**src/design/smbpec_pkg.sv**
```systemverilog
// Shared types, constants and the CRC-8 step for the SMBus read PEC checker.
package smbpec_pkg;

    localparam int MAX_BLOCK = 32;
    localparam int RESULT_CAP = 32;
    localparam int CAP_LIMIT_I = (MAX_BLOCK < RESULT_CAP) ? MAX_BLOCK : RESULT_CAP;
    localparam int STORE_DEPTH = (CAP_LIMIT_I < 2) ? 2 : CAP_LIMIT_I;
    localparam int STORE_AW = $clog2(STORE_DEPTH);
    localparam logic [5:0] CAP_LIMIT = CAP_LIMIT_I[5:0];

    localparam logic [6:0] ADDR_RESET = 7'd11;
    localparam logic [7:0] CRC_POLY = 8'h07;

    localparam int CFG_IDX_W = 1;
    localparam int CFG_DATA_W = 7;
    localparam logic [CFG_IDX_W-1:0] CFG_DEVICE_ADDRESS = 1'b0;
    localparam logic [CFG_IDX_W-1:0] CFG_PEC_ENABLE = 1'b1;

    localparam logic CMD_BEGIN = 1'b0;
    localparam logic CMD_BYTE = 1'b1;

    localparam logic [1:0] ST_OK = 2'd0;
    localparam logic [1:0] ST_BAD_LEN = 2'd1;
    localparam logic [1:0] ST_PEC_ERR = 2'd2;

    typedef enum logic [1:0] {
        JOB_WORD,
        JOB_BLOCK,
        JOB_ERROR
    } t_kind;

    typedef struct packed {
        t_kind       kind;
        logic [1:0]  status;
        logic [15:0] word;
        logic [5:0]  blen;
    } t_job;

    typedef struct packed {
        logic                we;
        logic [STORE_AW-1:0] addr;
        logic [7:0]          data;
    } t_store_wr;

    typedef struct packed {
        logic q_full;
        logic drain_busy;
    } t_back_stat;

    function automatic logic [7:0] crc8_feed(input logic [7:0] crc, input logic [7:0] data);
        logic [7:0] c;
        c = crc ^ data;
        for (int b = 0; b < 8; b++) begin
            if (c[7]) begin
                c = {c[6:0], 1'b0} ^ CRC_POLY;
            end else begin
                c = {c[6:0], 1'b0};
            end
        end
        return c;
    endfunction

endpackage

```
**src/design/smbus_read_pec_checker_top.sv**
```systemverilog
// Word reads and errors pass from the byte that completes a transaction through the job queue
// and the output register; each block byte is read from the byte store, then registered out.
// Throughput: one byte transaction per cycle while not stalled; a begin transaction stalls input
// while the PEC is seeded. Block data bytes wait while the result stage or job queue is busy.
// Reset is synchronous and active low; it clears control state and restores the register
// defaults (address 11, PEC off); the byte store is not cleared.
module smbus_read_pec_checker_top (
    input  logic                                i_clk,
    input  logic                                i_rst_n,
    input  logic                                i_cfg_we,
    input  logic [smbpec_pkg::CFG_IDX_W-1:0]   i_cfg_index,
    input  logic [smbpec_pkg::CFG_DATA_W-1:0]  i_cfg_wdata,
    input  logic                                i_in_valid,
    output logic                                o_in_stall,
    input  logic                                i_command,
    input  logic [7:0]                          i_register_code,
    input  logic                                i_block_mode,
    input  logic [5:0]                          i_block_capacity,
    input  logic [7:0]                          i_rx_byte,
    output logic                                o_out_valid,
    input  logic                                i_out_stall,
    output logic [1:0]                          o_status,
    output logic [15:0]                         o_word_value,
    output logic [7:0]                          o_block_byte,
    output logic [4:0]                          o_byte_index,
    output logic [5:0]                          o_block_length,
    output logic                                o_last
);
    import smbpec_pkg::*;

    t_back_stat back_stat;
    t_store_wr  store_wr;
    t_job       push_job;
    t_job       head_job;
    logic       push;
    logic       pop;
    logic       q_empty;
    logic       q_full;
    logic       back_busy;

    assign back_stat.q_full = q_full;
    assign back_stat.drain_busy = back_busy || !q_empty;

    smbpec_front u_front (
        .i_clk            (i_clk),
        .i_rst_n          (i_rst_n),
        .i_cfg_we         (i_cfg_we),
        .i_cfg_index      (i_cfg_index),
        .i_cfg_wdata      (i_cfg_wdata),
        .i_in_valid       (i_in_valid),
        .o_in_stall       (o_in_stall),
        .i_command        (i_command),
        .i_register_code  (i_register_code),
        .i_block_mode     (i_block_mode),
        .i_block_capacity (i_block_capacity),
        .i_rx_byte        (i_rx_byte),
        .i_back_stat      (back_stat),
        .o_push           (push),
        .o_job            (push_job),
        .o_store_wr       (store_wr)
    );

    smbpec_queue u_queue (
        .i_clk   (i_clk),
        .i_rst_n (i_rst_n),
        .i_push  (push),
        .i_job   (push_job),
        .i_pop   (pop),
        .o_job   (head_job),
        .o_empty (q_empty),
        .o_full  (q_full)
    );

    smbpec_back u_back (
        .i_clk          (i_clk),
        .i_rst_n        (i_rst_n),
        .i_store_wr     (store_wr),
        .i_job          (head_job),
        .i_q_empty      (q_empty),
        .o_pop          (pop),
        .o_busy         (back_busy),
        .o_out_valid    (o_out_valid),
        .i_out_stall    (i_out_stall),
        .o_status       (o_status),
        .o_word_value   (o_word_value),
        .o_block_byte   (o_block_byte),
        .o_byte_index   (o_byte_index),
        .o_block_length (o_block_length),
        .o_last         (o_last)
    );

endmodule

```
**src/design/smbpec_front.sv**
```systemverilog
// Front end: accepts transactions, tracks the read phase, runs the PEC and issues jobs.
module smbpec_front (
    input  logic                   i_clk,
    input  logic                   i_rst_n,
    input  logic                   i_cfg_we,
    input  logic [smbpec_pkg::CFG_IDX_W-1:0]  i_cfg_index,
    input  logic [smbpec_pkg::CFG_DATA_W-1:0] i_cfg_wdata,
    input  logic                   i_in_valid,
    output logic                   o_in_stall,
    input  logic                   i_command,
    input  logic [7:0]             i_register_code,
    input  logic                   i_block_mode,
    input  logic [5:0]             i_block_capacity,
    input  logic [7:0]             i_rx_byte,
    input  smbpec_pkg::t_back_stat i_back_stat,
    output logic                   o_push,
    output smbpec_pkg::t_job       o_job,
    output smbpec_pkg::t_store_wr  o_store_wr
);
    import smbpec_pkg::*;

    typedef enum logic [1:0] {
        PH_IDLE,
        PH_LEN,
        PH_DATA,
        PH_PEC
    } t_phase;

    t_phase      r_phase, n_phase;
    logic [6:0]  r_dev_addr;
    logic        r_pec_en;
    logic [7:0]  r_hdr_crc;
    logic        r_seed_pend;
    logic [7:0]  r_crc, n_crc;
    logic        r_is_block;
    logic [5:0]  r_cap;
    logic [5:0]  r_exp_len, n_exp_len;
    logic [5:0]  r_seen, n_seen;
    logic [15:0] r_word, n_word;
    logic        accept;
    logic        hazard;
    logic [7:0]  crc_rx;
    logic [5:0]  seen_inc;

    assign hazard = (r_phase == PH_DATA) && r_is_block && i_back_stat.drain_busy;
    assign o_in_stall = r_seed_pend || i_back_stat.q_full || hazard;
    assign accept = i_in_valid && !o_in_stall;
    assign crc_rx = crc8_feed(r_crc, i_rx_byte);
    assign seen_inc = r_seen + 6'd1;

    assign o_store_wr.we = accept && (i_command == CMD_BYTE) && (r_phase == PH_DATA)
                           && r_is_block;
    assign o_store_wr.addr = r_seen[STORE_AW-1:0];
    assign o_store_wr.data = i_rx_byte;

    always_comb begin
        n_phase = r_phase;
        n_crc = r_crc;
        n_exp_len = r_exp_len;
        n_seen = r_seen;
        n_word = r_word;
        o_push = 1'b0;
        o_job.kind = JOB_WORD;
        o_job.status = ST_OK;
        o_job.word = 16'd0;
        o_job.blen = 6'd0;
        if (accept && i_command == CMD_BYTE) begin
            case (r_phase)
                PH_LEN: begin
                    n_crc = crc_rx;
                    if (i_rx_byte == 8'd0 || i_rx_byte > {2'b00, r_cap}) begin
                        n_phase = PH_IDLE;
                        o_push = 1'b1;
                        o_job.kind = JOB_ERROR;
                        o_job.status = ST_BAD_LEN;
                    end else begin
                        n_exp_len = i_rx_byte[5:0];
                        n_seen = 6'd0;
                        n_phase = PH_DATA;
                    end
                end
                PH_DATA: begin
                    n_crc = crc_rx;
                    n_seen = seen_inc;
                    n_word = {i_rx_byte, r_word[15:8]};
                    if (seen_inc >= r_exp_len) begin
                        if (r_pec_en) begin
                            n_phase = PH_PEC;
                        end else begin
                            n_phase = PH_IDLE;
                            o_push = 1'b1;
                            o_job.kind = r_is_block ? JOB_BLOCK : JOB_WORD;
                            o_job.word = r_is_block ? 16'd0 : n_word;
                            o_job.blen = r_is_block ? r_exp_len : 6'd0;
                        end
                    end
                end
                PH_PEC: begin
                    n_phase = PH_IDLE;
                    o_push = 1'b1;
                    if (i_rx_byte != r_crc) begin
                        o_job.kind = JOB_ERROR;
                        o_job.status = ST_PEC_ERR;
                        o_job.blen = r_is_block ? r_exp_len : 6'd0;
                    end else begin
                        o_job.kind = r_is_block ? JOB_BLOCK : JOB_WORD;
                        o_job.word = r_is_block ? 16'd0 : r_word;
                        o_job.blen = r_is_block ? r_exp_len : 6'd0;
                    end
                end
                default: begin
                    n_phase = PH_IDLE;
                end
            endcase
        end
    end

    always_ff @(posedge i_clk) begin
        if (!i_rst_n) begin
            r_phase <= PH_IDLE;
            r_dev_addr <= ADDR_RESET;
            r_pec_en <= 1'b0;
            r_hdr_crc <= crc8_feed(8'h00, {ADDR_RESET, 1'b0});
            r_seed_pend <= 1'b0;
            r_crc <= 8'h00;
            r_is_block <= 1'b0;
            r_cap <= 6'd0;
            r_exp_len <= 6'd0;
            r_seen <= 6'd0;
        end else begin
            if (i_cfg_we) begin
                case (i_cfg_index)
                    CFG_DEVICE_ADDRESS: begin
                        r_dev_addr <= i_cfg_wdata;
                        r_hdr_crc <= crc8_feed(8'h00, {i_cfg_wdata, 1'b0});
                    end
                    CFG_PEC_ENABLE: begin
                        r_pec_en <= i_cfg_wdata[0];
                    end
                    default: begin
                    end
                endcase
            end
            if (r_seed_pend) begin
                r_crc <= crc8_feed(r_crc, {r_dev_addr, 1'b1});
                r_seed_pend <= 1'b0;
            end else if (accept && i_command == CMD_BEGIN) begin
                r_crc <= crc8_feed(r_hdr_crc, i_register_code);
                r_seed_pend <= 1'b1;
                r_cap <= (i_block_capacity > CAP_LIMIT) ? CAP_LIMIT : i_block_capacity;
                r_is_block <= i_block_mode;
                r_seen <= 6'd0;
                r_exp_len <= i_block_mode ? 6'd0 : 6'd2;
                r_phase <= i_block_mode ? PH_LEN : PH_DATA;
            end else begin
                r_phase <= n_phase;
                r_crc <= n_crc;
                r_exp_len <= n_exp_len;
                r_seen <= n_seen;
            end
        end
    end

    always_ff @(posedge i_clk) begin
        r_word <= n_word;
    end

endmodule

```
**src/design/smbpec_queue.sv**
```systemverilog
// Two-entry job queue between the front end and the result stage.
module smbpec_queue (
    input  logic             i_clk,
    input  logic             i_rst_n,
    input  logic             i_push,
    input  smbpec_pkg::t_job i_job,
    input  logic             i_pop,
    output smbpec_pkg::t_job o_job,
    output logic             o_empty,
    output logic             o_full
);
    import smbpec_pkg::*;

    t_job       r_mem [2];
    logic       r_wp;
    logic       r_rp;
    logic [1:0] r_cnt;

    assign o_empty = (r_cnt == 2'd0);
    assign o_full = (r_cnt == 2'd2);
    assign o_job = r_mem[r_rp];

    always_ff @(posedge i_clk) begin
        if (!i_rst_n) begin
            r_wp <= 1'b0;
            r_rp <= 1'b0;
            r_cnt <= 2'd0;
        end else begin
            if (i_push) begin
                r_wp <= ~r_wp;
            end
            if (i_pop) begin
                r_rp <= ~r_rp;
            end
            if (i_push && !i_pop) begin
                r_cnt <= r_cnt + 2'd1;
            end else if (i_pop && !i_push) begin
                r_cnt <= r_cnt - 2'd1;
            end
        end
    end

    always_ff @(posedge i_clk) begin
        if (i_push) begin
            r_mem[r_wp] <= i_job;
        end
    end

    a_no_overflow: assert property (@(posedge i_clk) disable iff (!i_rst_n)
        i_push |-> (!o_full || i_pop))
        else $error("Job queue written while full.");

    a_no_underflow: assert property (@(posedge i_clk) disable iff (!i_rst_n)
        i_pop |-> !o_empty)
        else $error("Job queue read while empty.");

endmodule

```
**src/design/smbpec_back.sv**
```systemverilog
// Result stage: drains jobs, holds the byte store and drives the output register.
module smbpec_back (
    input  logic                  i_clk,
    input  logic                  i_rst_n,
    input  smbpec_pkg::t_store_wr i_store_wr,
    input  smbpec_pkg::t_job      i_job,
    input  logic                  i_q_empty,
    output logic                  o_pop,
    output logic                  o_busy,
    output logic                  o_out_valid,
    input  logic                  i_out_stall,
    output logic [1:0]            o_status,
    output logic [15:0]           o_word_value,
    output logic [7:0]            o_block_byte,
    output logic [4:0]            o_byte_index,
    output logic [5:0]            o_block_length,
    output logic                  o_last
);
    import smbpec_pkg::*;

    typedef enum logic [1:0] {
        BS_IDLE,
        BS_READ,
        BS_SEND
    } t_bstate;

    t_bstate    r_state;
    logic [7:0] r_store [STORE_DEPTH];
    logic [7:0] r_rd_data;
    logic [4:0] r_idx;
    logic [5:0] r_blen;
    logic       out_free;
    logic       idx_last;

    assign out_free = !o_out_valid || !i_out_stall;
    assign o_pop = (r_state == BS_IDLE) && !i_q_empty && ((i_job.kind == JOB_BLOCK) || out_free);
    assign o_busy = (r_state != BS_IDLE);
    assign idx_last = (({1'b0, r_idx} + 6'd1) == r_blen);

    always_ff @(posedge i_clk) begin
        if (i_store_wr.we) begin
            r_store[i_store_wr.addr] <= i_store_wr.data;
        end
        r_rd_data <= r_store[r_idx[STORE_AW-1:0]];
    end

    always_ff @(posedge i_clk) begin
        if (!i_rst_n) begin
            r_state <= BS_IDLE;
            o_out_valid <= 1'b0;
            r_idx <= 5'd0;
            r_blen <= 6'd0;
        end else begin
            if (o_out_valid && !i_out_stall) begin
                o_out_valid <= 1'b0;
            end
            case (r_state)
                BS_IDLE: begin
                    if (o_pop) begin
                        if (i_job.kind == JOB_BLOCK) begin
                            r_idx <= 5'd0;
                            r_blen <= i_job.blen;
                            r_state <= BS_READ;
                        end else begin
                            o_out_valid <= 1'b1;
                            o_status <= i_job.status;
                            o_word_value <= i_job.word;
                            o_block_byte <= 8'd0;
                            o_byte_index <= 5'd0;
                            o_block_length <= i_job.blen;
                            o_last <= 1'b1;
                        end
                    end
                end
                BS_READ: begin
                    r_state <= BS_SEND;
                end
                BS_SEND: begin
                    if (out_free) begin
                        o_out_valid <= 1'b1;
                        o_status <= ST_OK;
                        o_word_value <= 16'd0;
                        o_block_byte <= r_rd_data;
                        o_byte_index <= r_idx;
                        o_block_length <= r_blen;
                        o_last <= idx_last;
                        if (idx_last) begin
                            r_state <= BS_IDLE;
                        end else begin
                            r_idx <= r_idx + 5'd1;
                            r_state <= BS_READ;
                        end
                    end
                end
                default: begin
                    r_state <= BS_IDLE;
                end
            endcase
        end
    end

    a_idx_in_block: assert property (@(posedge i_clk) disable iff (!i_rst_n)
        (r_state == BS_SEND) |-> ({1'b0, r_idx} < r_blen))
        else $error("Block byte index runs past the block length.");

    a_store_quiet: assert property (@(posedge i_clk) disable iff (!i_rst_n)
        i_store_wr.we |-> (r_state == BS_IDLE))
        else $error("Byte store written while a block is being sent.");

endmodule

```
**config.mk**
```make
export PLATFORM = sky130hd
export DESIGN_NAME = smbus_read_pec_checker_top
export DESIGN_NICKNAME = d
export VERILOG_FILES = /design/src/design/smbpec_pkg.sv /design/src/design/smbus_read_pec_checker_top.sv /design/src/design/smbpec_front.sv /design/src/design/smbpec_queue.sv /design/src/design/smbpec_back.sv
export SDC_FILE = /design/constraint.sdc
export NUM_CORES = 1
export LEC_CHECK = 0
export BUFFER_PORTS_ARGS = -buffer_cell sky130_fd_sc_hd__buf_4
export CORE_UTILIZATION = 40
export CTS_BUF_LIST = sky130_fd_sc_hd__clkbuf_16
export CTS_CLUSTER_SIZE = 20
export DETAILED_ROUTE_END_ITERATION = 6
export PLACE_DENSITY_LB_ADDON = 0.15
export SYNTH_ARGS = -nofsm -noshare
export SYNTH_HDL_FRONTEND = slang
export SYNTH_SLANG_ARGS = --single-unit
```
**constraint.sdc**
```tcl
create_clock -name i_clk -period 10.29 [get_ports i_clk]
set_input_delay 1.5435 -clock i_clk [delete_from_list [all_inputs] [get_ports i_clk]]
set_output_delay 1.5435 -clock i_clk [all_outputs]
set_load 0.05 [all_outputs]
```
==> flow_metrics.py <==
metrics = {
    "sta": {
        "finalMaxSlewViolations": 0,
        "skew_ns": 0.0149,
        "worst_slew_pin_slew_ns": 1.19,
        "holdWs_ns": 0.456,
        "rsz0062_at_grt": "false",
        "min_period_over_period_pct": 38.1,
        "max_freq_mhz": 255,
        "layout_min_cycle_time_ns": 3.92,
        "hold_viol_final": 0,
        "setup_viol": 0,
        "setup-tns-final_ns": 0,
        "maxSlewHeadroom_pct": 20.1,
    },
    "cts": {
        "cts_made_buffers": 47,
        "post_cts_resized": 0,
        "holdBufCountCts": 0,
        "clk-insertion-delay-late_ns": 0.58,
        "postCtsSetupBuffers": 0,
        "cts_tree": "yes",
        "h-tree-depth": 2,
        "clk_path_buf_depth": 3,
        "clock_sinks": 435,
        "cts_root_buf": "clkbuf_16",
        "clkTransAtPathRegs_ns": 0.06,
    },
    "synthesis": {
        "synth-seq-cells": 435,
        "synth-xor-area-share_pct": 4.11,
        "synthAdderAreaFrac_pct": 1.72,
        "synth_edf_count": 362,
        "syn_inst": 1153,
        "synth_compound_area_share_pct": 4.89,
        "avgSynthCellArea_um2": 15.7,
        "synth_area_um2": 18100,
        "synthSimpleGateAreaFrac_pct": 7.27,
        "async_flop_share_pct": 0,
        "yosysWarnings": 0,
        "synth_seq_area_share_pct": 68.0,
        "syn_nets": 1215,
        "synth_top_family_by_area": "multiplexers",
        "synthFlopType": "edfxtp_1",
        "synthMuxAreaShare_pct": 12.2,
        "yosysUniqueCellTypes": 58,
    },
    "worst_setup_path": {
        "cp_num_buf_inv": 2,
        "critical_path.cell_chain": "buf_4 -> inv_1 -> ha_1 -> nand4_1 -> nand4_1 -> a21oi_1 -> o21ai_1 -> a311oi_2 -> ha_1 -> or3_1 -> a21oi_1",
        "cp.required_ns": 10.79,
        "crit-reg2reg-launch": "u_back.r_state[1]$_SDFFE_PN0P_",
        "cp_max_fo": 37,
        "crit_start": "i_rx_byte[0]",
        "critPathSlowestCell": "a311oi_2",
        "worstSetupPathType": "input pin to flip-flop",
        "slowest_delay_ns": 0.47,
        "end_kind": "flip-flop",
        "start_kind": "input pin",
        "arrival_ns": 4.43,
        "path_delay_family": "compound AO/OA/AOI/OAI gates",
    },
    "power_and_ir_drop": {
        "leakagePower_nw": 6.65,
        "cellPowerDensity_nw_per_um2": 207,
        "ir_drop_v": 0.000119,
    },
    "global_route": {
        "grtUsageTotal_pct": 17.7,
        "grt_first_pass_wirelength_um": 61500,
        "grt_pass1_vias": 9905,
        "grt_overflow": 0,
        "grt_max_degree": 66,
        "antenna_found_initial": 1,
    },
    "hold_path": {
        "min_path_type": "flip-flop to flip-flop",
        "min_from": "u_front.r_cap[4]$_SDFFE_PN0P_",
    },
    "cells_and_area": {
        "final_common_cell": "edfxtp_1",
        "antennaDiodeCount": 0,
        "syn_to_final_growth_pct": 14.6,
        "mostFrequentLayoutCells": "edfxtp_1, nor2_1, buf_4, mux4_2, dfxtp_1",
        "post-route-util_pct": 46.7,
        "final_cell_area_um2": 20800,
        "final_layout_size_suffix_gt1_share_pct": 19.9,
        "nNetsFinal": 1299,
    },
    "detailed_routing": {
        "antenna_left": 0,
        "finalWirelength_um": 40200,
        "wl_per_cell_um": 21.6,
        "dr.pass1.iters": 5,
        "drc_errors": 0,
        "avgViaCountPerCell": 5.26,
        "drt-initial-drc-count": 782,
        "num_vias": 9814,
    },
    "outcome": {
        "outcome": "finished clean",
    },
    "placed_design": {
        "io_buffers": 76,
        "detailed_place_hpwl_um": 26000,
        "postPlaceCellArea_um2": 19300,
        "gp_congestion": 0.792,
    },
    "die": {
        "io_pins": 77,
        "row_count": 77,
        "fp.dieW_um": 215,
        "placeableCoreArea_um2": 44500,
        "die_y_um": 215,
        "die-area_um2": 46200,
        "initial_utilization_pct": 40.7,
    },
    "run": {
        "drv_cap": 0,
    },
}
-- report_power, final --
| part | switching [mW] | internal [mW] |
|---|---|---|
| clock | 0.699 | 0.902 |
| sequential | 0.0538 | 1.98 |
| combinational | 0.416 | 0.255 |
| total | 1.17 | 3.14 |
-- per-layer routing --
metal	routed length (um)	vias up	part of all wire [%]	GRT usage, %
li1	-	4577	-	-
met1	18600	4899	46	25.8
met2	18300	277	45	26.9
met3	2370	61	5.9	3.41
met4	1010	0	2.5	5.31
met5	0	-	0	0
-- area by class of cell --
type,count,area [um^2]
sequential,435,12300
multi-input combinational,640,5490
clock inverter,39,268
clock buffer,48,1200
inverter,24,90.1
tap,592,741
timing repair buffer,89,668
fill,3870,23700
-- per-stage QoR --
stage                     setup WS, ns  total power [mW]  instances
after floorplan                   4.06              2.56       1153
after global placement            5.81              2.75       1780
after detailed placement          5.80              2.75       1780
after CTS                         6.41              4.36       1867
after global routing              6.18              4.49       1867
final                             6.37              4.31       1867
-- worst register-to-register path: stages, from the launching register on --
cell      delay [ns]
dfxtp_1         0.42
nor4_2          0.59
o2111a_1        0.63
and2_1          0.41
nand4_1         0.42
nor2_1          0.98
-- sequential cells by signal, summed over array words and instances, names as in the netlist, 5 cells and up, named ones only --
| signal | count |
|---|---|
| u_back.o_block_byte | 8 |
| u_back.o_block_length | 6 |
| u_back.o_byte_index | 5 |
| u_back.o_word_value | 16 |
| u_back.r_blen | 6 |
| u_back.r_idx | 5 |
| u_back.r_rd_data | 8 |
| u_back.r_store | 256 |
| u_front.r_cap | 6 |
| u_front.r_crc | 8 |
| u_front.r_dev_addr | 7 |
| u_front.r_exp_len | 6 |
| u_front.r_hdr_crc | 8 |
| u_front.r_seen | 6 |
| u_front.r_word | 16 |
| u_queue.r_mem | 52 |
-- logic make-up (layout without fill, tap and decap cells) --
group	count (synthesis)	count (layout)
muxes	120	120
and+or+nand+nor	278	278
DFF	435	435
AOI/OAI and AO/OA	132	132
buffers and inverters	78	200
xor gates and xnor gates	85	85
adders and majority gates	25	25
-- cells in the mapped netlist (16+ instances only) --
cell type | instances | area (um^2)
xor2_1 | 27 | 236
a21oi_1 | 42 | 210
dfxtp_1 | 73 | 1460
nand2_1 | 64 | 240
a22oi_1 | 16 | 120
mux4_2 | 80 | 1800
xnor2_1 | 58 | 508
edfxtp_1 | 362 | 10900
and2_1 | 22 | 138
ha_1 | 25 | 313
nand3_1 | 22 | 110
mux2i_1 | 32 | 320
nor2_1 | 106 | 398
inv_1 | 22 | 82.6
clkbuf_1 | 39 | 146
-- path summary, 6_finish.rpt --
path                                          end  slack (ns)  cells after the start
setup reg to reg  u_back.r_store[25][5]$_DFFE_PP_        6.45                      5
hold / removal      u_front.r_cap[4]$_SDFFE_PN0P_        0.46                      2
setup / recovery    u_queue.r_cnt[1]$_SDFFE_PN0P_        6.37                     11
hold reg to reg     u_front.r_cap[4]$_SDFFE_PN0P_        0.46                      2
(Power assumes the default switching activity.)
